===== config.mk =====
export PLATFORM = sky130hd
export DESIGN_NAME = lucifer_cbc_encrypt
export DESIGN_NICKNAME = d
export VERILOG_FILES = /design/src/sv/lucc_pkg.sv /design/src/sv/lucc_keysched.sv /design/src/sv/lucc_round.sv /design/src/sv/lucifer_cbc_encrypt.sv
export SDC_FILE = /design/constraint.sdc
export NUM_CORES = 2
export LEC_CHECK = 0
export BUFFER_PORTS_ARGS = -buffer_cell sky130_fd_sc_hd__buf_2
export CORE_ASPECT_RATIO = 1.75
export CORE_UTILIZATION = 40
export CTS_CLUSTER_DIAMETER = 50
export DETAILED_ROUTE_END_ITERATION = 7
export PLACE_DENSITY = 0.66
export SKIP_LAST_GASP = 1
export SYNTH_ARGS = -nofsm -noshare
export SYNTH_HDL_FRONTEND = slang
export SYNTH_SLANG_ARGS = --single-unit

===== constraint.sdc =====
create_clock -name clk -period 8.7 [get_ports clk]
set_input_delay 0.435 -clock clk [delete_from_list [all_inputs] [get_ports clk]]
set_output_delay 0.435 -clock clk [all_outputs]
set_load 0.005 [all_outputs]

===== src/sv/lucc_pkg.sv =====
// Shared types, constant tables and helper functions for the Lucifer CBC encryptor.
package lucc_pkg;

  localparam int unsigned BlkW   = 64;
  localparam int unsigned Rounds = 16;
  localparam int unsigned RndW   = $clog2(Rounds);

  typedef enum logic [1:0] {
    REG_KEY_LOW  = 2'd0,
    REG_KEY_HIGH = 2'd1,
    REG_IV_LOW   = 2'd2,
    REG_IV_HIGH  = 2'd3
  } cfg_reg_t;

  typedef enum logic {
    ST_IDLE,
    ST_RUN
  } state_t;

  // Round key: control byte and eight mask bytes (byte j in bits 8j+7:8j).
  typedef struct packed {
    logic [7:0]      ctl;
    logic [BlkW-1:0] mask;
  } rkey_t;

  localparam logic [7:0] BOX0 [256] = '{
    8'h57,8'h15,8'h75,8'h36,8'h17,8'h37,8'h14,8'h54,8'h74,8'h76,8'h16,8'h35,8'h55,8'h77,8'h34,8'h56,
    8'hdf,8'h9d,8'hfd,8'hbe,8'h9f,8'hbf,8'h9c,8'hdc,8'hfc,8'hfe,8'h9e,8'hbd,8'hdd,8'hff,8'hbc,8'hde,
    8'hcf,8'h8d,8'hed,8'hae,8'h8f,8'haf,8'h8c,8'hcc,8'hec,8'hee,8'h8e,8'had,8'hcd,8'hef,8'hac,8'hce,
    8'hd3,8'h91,8'hf1,8'hb2,8'h93,8'hb3,8'h90,8'hd0,8'hf0,8'hf2,8'h92,8'hb1,8'hd1,8'hf3,8'hb0,8'hd2,
    8'hd7,8'h95,8'hf5,8'hb6,8'h97,8'hb7,8'h94,8'hd4,8'hf4,8'hf6,8'h96,8'hb5,8'hd5,8'hf7,8'hb4,8'hd6,
    8'h5f,8'h1d,8'h7d,8'h3e,8'h1f,8'h3f,8'h1c,8'h5c,8'h7c,8'h7e,8'h1e,8'h3d,8'h5d,8'h7f,8'h3c,8'h5e,
    8'hdb,8'h99,8'hf9,8'hba,8'h9b,8'hbb,8'h98,8'hd8,8'hf8,8'hfa,8'h9a,8'hb9,8'hd9,8'hfb,8'hb8,8'hda,
    8'h43,8'h01,8'h61,8'h22,8'h03,8'h23,8'h00,8'h40,8'h60,8'h62,8'h02,8'h21,8'h41,8'h63,8'h20,8'h42,
    8'hc3,8'h81,8'he1,8'ha2,8'h83,8'ha3,8'h80,8'hc0,8'he0,8'he2,8'h82,8'ha1,8'hc1,8'he3,8'ha0,8'hc2,
    8'hc7,8'h85,8'he5,8'ha6,8'h87,8'ha7,8'h84,8'hc4,8'he4,8'he6,8'h86,8'ha5,8'hc5,8'he7,8'ha4,8'hc6,
    8'hcb,8'h89,8'he9,8'haa,8'h8b,8'hab,8'h88,8'hc8,8'he8,8'hea,8'h8a,8'ha9,8'hc9,8'heb,8'ha8,8'hca,
    8'h4b,8'h09,8'h69,8'h2a,8'h0b,8'h2b,8'h08,8'h48,8'h68,8'h6a,8'h0a,8'h29,8'h49,8'h6b,8'h28,8'h4a,
    8'h5b,8'h19,8'h79,8'h3a,8'h1b,8'h3b,8'h18,8'h58,8'h78,8'h7a,8'h1a,8'h39,8'h59,8'h7b,8'h38,8'h5a,
    8'h47,8'h05,8'h65,8'h26,8'h07,8'h27,8'h04,8'h44,8'h64,8'h66,8'h06,8'h25,8'h45,8'h67,8'h24,8'h46,
    8'h4f,8'h0d,8'h6d,8'h2e,8'h0f,8'h2f,8'h0c,8'h4c,8'h6c,8'h6e,8'h0e,8'h2d,8'h4d,8'h6f,8'h2c,8'h4e,
    8'h53,8'h11,8'h71,8'h32,8'h13,8'h33,8'h10,8'h50,8'h70,8'h72,8'h12,8'h31,8'h51,8'h73,8'h30,8'h52
  };

  localparam logic [7:0] DIFF [64] = '{
    8'h04,8'h10,8'h20,8'h02,8'h01,8'h08,8'h40,8'h80,
    8'h80,8'h04,8'h10,8'h20,8'h02,8'h01,8'h08,8'h40,
    8'h40,8'h80,8'h04,8'h10,8'h20,8'h02,8'h01,8'h08,
    8'h08,8'h40,8'h80,8'h04,8'h10,8'h20,8'h02,8'h01,
    8'h01,8'h08,8'h40,8'h80,8'h04,8'h10,8'h20,8'h02,
    8'h02,8'h01,8'h08,8'h40,8'h80,8'h04,8'h10,8'h20,
    8'h20,8'h02,8'h01,8'h08,8'h40,8'h80,8'h04,8'h10,
    8'h10,8'h20,8'h02,8'h01,8'h08,8'h40,8'h80,8'h04
  };

  function automatic logic [7:0] box0(input logic [7:0] x);
    return BOX0[x];
  endfunction

  // Second box is the first one read with the index nibbles swapped.
  function automatic logic [7:0] box1(input logic [7:0] x);
    return BOX0[{x[3:0], x[7:4]}];
  endfunction

  // Key byte bit permutation.
  function automatic logic [7:0] perm_byte(input logic [7:0] b);
    return {b[5], b[2], b[3], b[7], b[4], b[6], b[0], b[1]};
  endfunction

endpackage


===== src/sv/lucc_keysched.sv =====
// Round key selection: control byte and permuted mask bytes for even or odd rounds.
module lucc_keysched (
  input  logic [lucc_pkg::BlkW-1:0] key_low,
  input  logic [lucc_pkg::BlkW-1:0] key_high,
  input  logic                      odd,
  output lucc_pkg::rkey_t           rkey
);
  import lucc_pkg::*;

  logic [7:0] pb [16];

  always_comb begin
    for (int i = 0; i < 8; i++) begin
      pb[i]     = perm_byte(key_low[8*i +: 8]);
      pb[i + 8] = perm_byte(key_high[8*i +: 8]);
    end
  end

  // Schedule index advances by eight per round, so keys repeat every two rounds.
  always_comb begin
    if (odd) begin
      rkey.ctl = key_low[7:0];
      for (int j = 0; j < 8; j++) rkey.mask[8*j +: 8] = pb[1 + j];
    end else begin
      rkey.ctl = key_high[7:0];
      for (int j = 0; j < 8; j++) rkey.mask[8*j +: 8] = pb[(9 + j) % 16];
    end
  end

endmodule


===== src/sv/lucc_round.sv =====
// One cipher round: S-box selection, masking, diffusion into the left half, half swap.
module lucc_round (
  input  logic [lucc_pkg::BlkW-1:0] left,
  input  logic [lucc_pkg::BlkW-1:0] right,
  input  lucc_pkg::rkey_t           rkey,
  output logic [lucc_pkg::BlkW-1:0] left_next,
  output logic [lucc_pkg::BlkW-1:0] right_next
);
  import lucc_pkg::*;

  logic [7:0]      t;
  logic [7:0]      s [8];
  logic [BlkW-1:0] f;

  always_comb begin
    t = rkey.ctl;
    for (int j = 0; j < 8; j++) t = t ^ right[8*j +: 8];
  end

  always_comb begin
    for (int j = 0; j < 8; j++) begin
      s[j] = (t[7-j] ? box1(right[8*j +: 8]) : box0(right[8*j +: 8])) ^ rkey.mask[8*j +: 8];
    end
  end

  always_comb begin
    f = '0;
    for (int j = 0; j < 8; j++) begin
      for (int k = 0; k < 8; k++) f[8*k +: 8] = f[8*k +: 8] ^ (s[j] & DIFF[8*j + k]);
    end
  end

  assign left_next  = right;
  assign right_next = left ^ f;

endmodule


===== src/sv/lucifer_cbc_encrypt.sv =====
// Lucifer-style 128-bit block cipher, CBC encryption, one round per clock while the last round is not held.
//
// Each input transaction carries one 128-bit plaintext block, which is XORed
// with the chain value (the IV when s_tuser is set, else the previous
// ciphertext) and encrypted under the 128-bit key in 16 rounds. The
// single round unit is reused once per cycle, and the next block cannot
// start before the previous ciphertext exists. s_tready is high only while
// no block is in the rounds; a finished result sits in an output register,
// so a new block is taken while the old result still waits. If that
// register is still full when a block reaches its last round, the last
// round holds until the output side drains. Key and IV registers are
// written through the cfg port (always ready) and must only change while
// the block is idle; a new key applies from the next block, a new IV at
// the next block that starts a message. Without any message start after
// reset, the chain value is zero.
module lucifer_cbc_encrypt (
  input  logic                       clk,
  input  logic                       rst,
  // slave side
  input  logic                       s_tvalid,
  output logic                       s_tready,
  input  logic [2*lucc_pkg::BlkW-1:0] s_tdata,  // block_low[63:0], block_high[127:64]
  input  logic                       s_tuser,   // first_block
  // master side
  output logic                       m_tvalid,
  input  logic                       m_tready,
  output logic [2*lucc_pkg::BlkW-1:0] m_tdata,  // cipher_low[63:0], cipher_high[127:64]
  // configuration write channel
  input  logic                       cfg_valid,
  output logic                       cfg_ready,
  input  logic [1:0]                 cfg_index,
  input  logic [lucc_pkg::BlkW-1:0]  cfg_data
);
  import lucc_pkg::*;

  state_t          state, state_next;
  logic [RndW-1:0] rnd;
  logic [BlkW-1:0] left, right;
  logic [BlkW-1:0] left_rnd, right_rnd;
  logic [BlkW-1:0] key_low, key_high, iv_low, iv_high;
  logic [BlkW-1:0] chain_low, chain_high;
  logic            out_valid;
  logic [2*BlkW-1:0] out_data;

  logic            start;     // input transaction accepted
  logic            last_rnd;  // current round is the final one
  logic            advance;   // round result is taken this cycle
  logic            finish;    // block completes, result goes to the output register
  rkey_t           rkey;

  assign cfg_ready = 1'b1;
  assign m_tvalid  = out_valid;
  assign m_tdata   = out_data;

  // ---- configuration registers
  always_ff @(posedge clk) begin
    if (rst) begin
      key_low  <= '0;
      key_high <= '0;
      iv_low   <= '0;
      iv_high  <= '0;
    end else if (cfg_valid && cfg_ready) begin
      unique case (cfg_reg_t'(cfg_index))
        REG_KEY_LOW:  key_low  <= cfg_data;
        REG_KEY_HIGH: key_high <= cfg_data;
        REG_IV_LOW:   iv_low   <= cfg_data;
        REG_IV_HIGH:  iv_high  <= cfg_data;
        default: ;
      endcase
    end
  end

  // ---- shared round hardware
  lucc_keysched u_keysched (
    .key_low  (key_low),
    .key_high (key_high),
    .odd      (rnd[0]),
    .rkey     (rkey)
  );

  lucc_round u_round (
    .left       (left),
    .right      (right),
    .rkey       (rkey),
    .left_next  (left_rnd),
    .right_next (right_rnd)
  );

  // ---- sequencer: next state
  assign last_rnd = (rnd == RndW'(Rounds - 1));

  always_comb begin
    state_next = state;
    unique case (state)
      ST_IDLE: if (s_tvalid) state_next = ST_RUN;
      ST_RUN:  if (finish)   state_next = ST_IDLE;
      default: state_next = ST_IDLE;
    endcase
  end

  // ---- sequencer: outputs
  always_comb begin
    s_tready = 1'b0;
    advance  = 1'b0;
    unique case (state)
      ST_IDLE: s_tready = 1'b1;
      ST_RUN:  advance  = !last_rnd || !out_valid || m_tready;
      default: ;
    endcase
  end

  assign start  = s_tvalid && s_tready;
  assign finish = advance && last_rnd;

  always_ff @(posedge clk) begin
    if (rst) begin
      state     <= ST_IDLE;
      rnd       <= '0;
      out_valid <= 1'b0;
    end else begin
      state <= state_next;
      if (start) begin
        rnd <= '0;
      end else if (advance) begin
        rnd <= rnd + 1'b1;
      end
      if (finish) begin
        out_valid <= 1'b1;
      end else if (m_tready) begin
        out_valid <= 1'b0;
      end
    end
  end

  // ---- datapath: half registers, chain value, result register
  always_ff @(posedge clk) begin
    if (start) begin
      left  <= s_tdata[BlkW-1:0]      ^ (s_tuser ? iv_low  : chain_low);
      right <= s_tdata[2*BlkW-1:BlkW] ^ (s_tuser ? iv_high : chain_high);
    end else if (advance) begin
      left  <= left_rnd;
      right <= right_rnd;
    end
  end

  // Final half swap: the last round's outputs go out undone.
  always_ff @(posedge clk) begin
    if (finish) begin
      out_data <= {left_rnd, right_rnd};
    end
  end

  always_ff @(posedge clk) begin
    if (rst) begin
      chain_low  <= '0;
      chain_high <= '0;
    end else if (finish) begin
      chain_low  <= right_rnd;
      chain_high <= left_rnd;
    end
  end

endmodule

[Word-level counts from Yosys, hierarchy flattened]
Memory sizes are Yosys's and may differ from the RTL's.
Index checks and enable logic that the tools add are counted.
W data, S select, Z words.
Word-level totals
  register bits: 646
  output and inout bits: 131
  memory bits (read-only): 32768
  input bits: 200
  memories kept: 16
  logic and storage cells: 209
Cells by class
  add/sub/neg operators: 1
  bitwise operators: 92
  eq/ne operators: 4
  mux-type cells: 54
  $lt $le $gt $ge: 16
  reduce and logical (&&, ||, !) cells: 14
Memory list
  (name not given): depth 256, bits a word 8, read ports 1, clocked after Yosys merged registers in 0, wr ports 0, line lucc_pkg.sv:62  | return BOX0[{x[3:0], x[7:4]}];
  (name not given): depth 256, bits a word 8, read ports 1, clocked after Yosys merged registers in 0, wr ports 0, line lucc_pkg.sv:57  | return BOX0[x];
  (name not given): depth 256, bits a word 8, read ports 1, clocked after Yosys merged registers in 0, wr ports 0, line lucc_pkg.sv:62
  (name not given): depth 256, bits a word 8, read ports 1, clocked after Yosys merged registers in 0, wr ports 0, line lucc_pkg.sv:57
  (name not given): depth 256, bits a word 8, read ports 1, clocked after Yosys merged registers in 0, wr ports 0, line lucc_pkg.sv:62
  (name not given): depth 256, bits a word 8, read ports 1, clocked after Yosys merged registers in 0, wr ports 0, line lucc_pkg.sv:57
  10 more memories
Operators with widths (number)
  $mux W64: 6
  $mux W8: 40
  $xor A64 B64 Y64: 3
  $xor A8 B8 Y8: 22
  $ge A9 B9 Y1 const B: 16
  $not A8 Y9: 16
  $mux W72: 1
  $xor A8 B7 Y8: 7
  $xor A8 B1 Y8: 6
  $xor A8 B2 Y8: 6
  $xor A8 B3 Y8: 6
  $xor A8 B4 Y8: 6
  $xor A8 B5 Y8: 6
  $xor A8 B6 Y8: 6
  $reduce_and A2 Y1: 4
  $xor A3 B8 Y8: 1
  $xor A7 B4 Y7: 1
  $mux W1: 6
  $xor A2 B6 Y6: 1
  $xor A6 B5 Y6: 1
  $xor A5 B3 Y5: 1
  $add A4 B1 Y4 const B: 1
  $eq A2 B2 Y1 const B: 2
  $eq A4 B4 Y1 const B: 1
  other kinds (11): 15

[Depth between registers and ports, before layout]
  depth after elaboration: 21
  depth in mapped cells: 9
  gate-level depth less buffers: 8

[Modules after synthesis]
A second synthesis with hierarchy kept.
Second synthesis, totals
  cell total of the unflattened synthesis: 3590
  area total of the unflattened synthesis: 33938.8 um^2
By module, submodules not included
  lucifer_cbc_encrypt: area each 25439.4 um^2, sequential area each 15494.9 um^2, cells an instance 2549, instances 1
  lucc_round: area each 7274.5 um^2, sequential area each 0.0 um^2, cells an instance 961, instances 1
  lucc_keysched: area each 1224.9 um^2, sequential area each 0.0 um^2, cells an instance 80, instances 1

[Worst setup path after synthesis]
OpenSTA, ideal clock, no wires.
  kind: reg2reg
  start point: register rnd[0]
  end point: register out_data[0], in the netlist m_tdata[0] (enable)
  cell stages (with the launch flop): 7
  slack: 3.208 ns
  data arrival time: 4.950 ns
  path buffers: 2
  data required time: 8.157 ns
  path through: dfxtp_1 ha_1 and3_1 nand3_1 inv_1 clkbuf_1 clkbuf_1
On the way
  word-level cells in the longest chain between the ends: 6
RTL lines
  from (decl): line lucifer_cbc_encrypt.sv:37  | logic [RndW-1:0] rnd;
  from (signal assigned): line lucifer_cbc_encrypt.sv:125  | rnd <= rnd + 1'b1;
  $eq A4 B4 Y1 *: line lucifer_cbc_encrypt.sv:90  | assign last_rnd = (rnd == RndW'(Rounds - 1));
  $logic_not A1 Y1: line lucifer_cbc_encrypt.sv:107  | ST_RUN: advance = !last_rnd || !out_valid || m_tready;
  $logic_or A1 B1 Y1 (2 in series): line lucifer_cbc_encrypt.sv:107
  $mux W1: line lucifer_cbc_encrypt.sv:105  | unique case (state)
  $logic_and A1 B1 Y1 *: line lucifer_cbc_encrypt.sv:113  | assign finish = advance && last_rnd;
  net finish: line lucifer_cbc_encrypt.sv:48  | logic finish;
  to (signal assigned): line lucifer_cbc_encrypt.sv:149  | out_data <= {left_rnd, right_rnd};
  to (decl): line lucifer_cbc_encrypt.sv:43  | logic [2*BlkW-1:0] out_data;
Mark *: on every way through the listed nets, which the timed path passes. The rest lies on a longest branch.
A chain may end at the register's enable or synchronous reset.

[Worst setup path after layout]
  start point: register rnd[0]
  end point: register right[43] (data pin)
On the way
  word-level cells in the longest chain between the ends: 21
RTL lines
  $mux W72 *: line lucc_keysched.sv:21  | if (odd) begin
  $xor A8 B8 Y8 (8 in series): line lucc_round.sv:17  | for (int j = 0; j < 8; j++) t = t ^ right[8*j +: 8];
  $mux W8: line lucc_round.sv:22  | s[j] = (t[7-j] ? box1(right[8*j +: 8]) : box0(right[8*j +: 8])) ^ rkey.mask[8*j +: 8];
  $xor A8 B8 Y8 *: line lucc_round.sv:22
  $xor A4 B1 Y4 *: line lucc_round.sv:29  | for (int k = 0; k < 8; k++) f[8*k +: 8] = f[8*k +: 8] ^ (s[j] & DIFF[8*j + k]);
  $xor A8 B2 Y8 *: line lucc_round.sv:29
  $xor A8 B6 Y8 *: line lucc_round.sv:29
  $xor A8 B5 Y8 *: line lucc_round.sv:29
  $xor A8 B3 Y8 *: line lucc_round.sv:29
  $xor A8 B8 Y8 *: line lucc_round.sv:29
  $xor A8 B7 Y8 *: line lucc_round.sv:29
  $xor A64 B64 Y64 *: line lucc_round.sv:34  | assign right_next = left ^ f;
  $mux W64 *: line lucifer_cbc_encrypt.sv:140  | end else if (advance) begin
  $mux W64 *: line lucifer_cbc_encrypt.sv:137  | if (start) begin
  to (signal assigned): line lucifer_cbc_encrypt.sv:139  | right <= s_tdata[2*BlkW-1:BlkW] ^ (s_tuser ? iv_high : chain_high);
  to (signal assigned): line lucifer_cbc_encrypt.sv:142  | right <= right_rnd;
  to (decl): line lucifer_cbc_encrypt.sv:38  | logic [BlkW-1:0] left, right;
Every way passes the cells marked *; elsewhere a longest branch is shown, timed or not. The select of a mux whose other input is x is not followed.

==> results.ini <==
[synthesis]
synth-edff-count = 256
synth_common_cells = nand2_1, a21oi_1, dfxtp_1, mux2i_1, edfxtp_1
synth_area_leaders = dfxtp_1, edfxtp_1, mux2i_1
yosysWarnings = 0
avgSynthCellArea_sq_um = 9.42
syn_area_sq_mm = 0.0327
synth_fp_nets = 3773
synth_seq_cells = 646
syn_inst = 3476
yosysTopAreaCellShare_pct = 23.9
async_flop_share_pct = 0
synth_most_common_cell = nand2_1
synth_cell_type_count = 49
synth_top_cell_by_area = dfxtp_1
ys.flop_type = dfxtp_1
synth_seq_area_share_pct = 47.3

[routing]
remaining_drc_errors = 0
wl_mm = 111
first_pass_iters = 6
num_vias = 25600
postRouteAntennaNets = 0
vias_per_cell = 5.39
drt-initial-drc-count = 1939
wl_per_cell_microns = 23.4

[sta]
setup_violations = 0
timing.final.crit_share_pct = 47.1
timing.hold.ws_ns = 0.0784
hold_viol_final = 0
layout_min_cycle_time_ns = 4.10
tns_ns = 0
fin_skew_ns = 0.0174
tightest_slew_ns = 1.23
max_freq_ghz = 0.244
rsz0062_at_grt = no
max-slew-margin-rel_pct = 18.2
finalMaxSlewViolations = 0

[clock_network]
cts_tree = done
cts_setup_buffers = 0
cts_max_level = 2
clockBufferDepth = 3
clk_pin_slew_worst_paths_ns = 0.07
cts_buffers = 59
clock_latency_ns = 0.64
cts-resized-gates = 0
holdBufCountCts = 0
root_buffer = clkbuf_16
clock-sinks = 646

[job]
cap_viol_max_count = 0

[floorplan]
io_pins = 331
dieWidth_microns = 218
initial_core_util_pct = 40.4
die-area_sq_mm = 0.0830
die_h_microns = 380
coreArea_sq_mm = 0.0810
rows = 138

[global_route]
grt_pass1_vias = 24500
grt_use_total_pct = 26.4
grt_pass1_wl_mm = 163
grt_overflow_total = 0
antenna_found_initial = 18
grt_max_degree = 187

[worst_setup_path]
crit_start = rnd[0]$_SDFFE_PP0P_
r2r_slack_ns = 4.60
r2r_start = rnd[0]$_SDFFE_PP0P_
worstRegToRegCells = 7
timing.rr.end = right[43]$_DFFE_PP_
arrival_ns = 4.44
crit_path_end_kind = flop
cp.required_ns = 9.04
criticalPathCategory = flop to flop
cp_max_fo = 39
startpoint_type = flop
cp-endpoint = right[43]$_DFFE_PP_

[pwr]
leakage_nw = 13.9
ir_worst_vdd_mv = 0.324
p_total_mw = 16.6
powerDensity_mw_per_mm2 = 447

[finish]
final_area_sq_mm = 0.0371
layout.nets = 3945
seqCellArea_sq_mm = 0.0155
final_core_util_pct = 45.8
fillers = 7733
drive_above_1_share_pct = 13.9
areaGrowthSynthToFinish_pct = 13.3
multi_input_area_sq_mm = 0.0159

[placement]
place.gp.congestion = 0.920
place_area_sq_mm = 0.0351
numPortBuffers = 329
hpwl_mm = 76.6

[min_path]
min_path_type = primary input to flop

[outcome]
outcome = completed

==> worst max-delay path, stage by stage (launching register included) <==
cell and delay [ns]:
dfxtp_4 0.82, buf_4 0.76, mux2i_1 0.28, xnor3_1 0.31, xnor2_4 0.41, mux2i_1 0.16, xnor2_1 0.88, o21ai_1 0.15
==> cell families after synthesis <==
kind of cell | after synthesis | share of synthesized area [%]
AO/OA/AOI/OAI | 695 | 11.4
XOR/XNOR | 337 | 9.86
adder cells (fa/ha/maj) | 97 | 3.71
flip-flops | 646 | 47.3
AND/OR/NAND/NOR | 993 | 11.8
buffers and inverters | 362 | 4.35
other | 1 | 0.0115
multiplexers | 345 | 11.5
==> per-layer routing <==
layer / global-route usage [%] / vias to the layer above / routed length (microns)
met2: 44.8 / 947 / 54800
met3: 3.76 / 236 / 6980
met5: 0 / - / 69
li1: - / 12100 / -
met1: 31.3 / 12400 / 42500
met4: 15.5 / 12 / 6880
==> cells in the final DEF, fill, tap and decap left out, drive strengths merged, types with 66 or more instances in the layout <==
master / count
xor2: 69
mux2i: 306
a21oi: 460
a211oi: 66
inv: 113
ha: 97
nor2: 177
dfxtp: 390
buf: 363
edfxtp: 256
o21ai: 136
nand2: 756
xnor2: 260
clkbuf: 83
==> power by group <==
part           internal (mW)  switching [mW]
clock                   1.51            1.23
combinational           3.46            5.61
sequential              4.03           0.734
==> metrics by stage <==
step,setup slack [ns],instances
6_report,4.60,4758
5_1_grt,4.53,4755
4_1_cts,4.72,4747
3_5_place_dp,4.74,4637
3_3_place_gp,4.80,4637
2_1_floorplan,3.21,3476
==> worst min-delay path by stage <==
stage	slack, ns	to	startpoint	depth (start not counted)
floorplan	0.42	m_tdata[102]$_DFFE_PP_	right[38]$_DFFE_PP_	0
global placement	0.44	key_low[62]$_SDFFE_PP0P_	key_low[62]$_SDFFE_PP0P_	2
detailed placement	0.45	chain_high[61]$_SDFFE_PP0P_	chain_high[61]$_SDFFE_PP0P_	2
CTS	0.05	key_high[21]$_SDFFE_PP0P_	cfg_data[21]	3
global route	0.07	key_high[21]$_SDFFE_PP0P_	cfg_data[21]	3
finish	0.08	key_high[21]$_SDFFE_PP0P_	cfg_data[21]	3
==> state kept, by name (all words and copies together), names as in the netlist <==
name	cells
chain_high	64
chain_low	64
iv_high	64
iv_low	64
key_high	64
key_low	64
left	64
m_tdata	128
m_tvalid	1
right	64
rnd	4
state	1
==> final cells by class <==
type,count,share of cell area [%]
inverter,110,1.13
clock buffer,83,4.56
tap,1050,3.54
antenna,11,0.0743
multi-input combinational,2468,42.8
timing repair buffer,363,5.28
clock inverter,27,0.803
sequential,646,41.8
No activity file was read; power rests on OpenSTA's default activity.
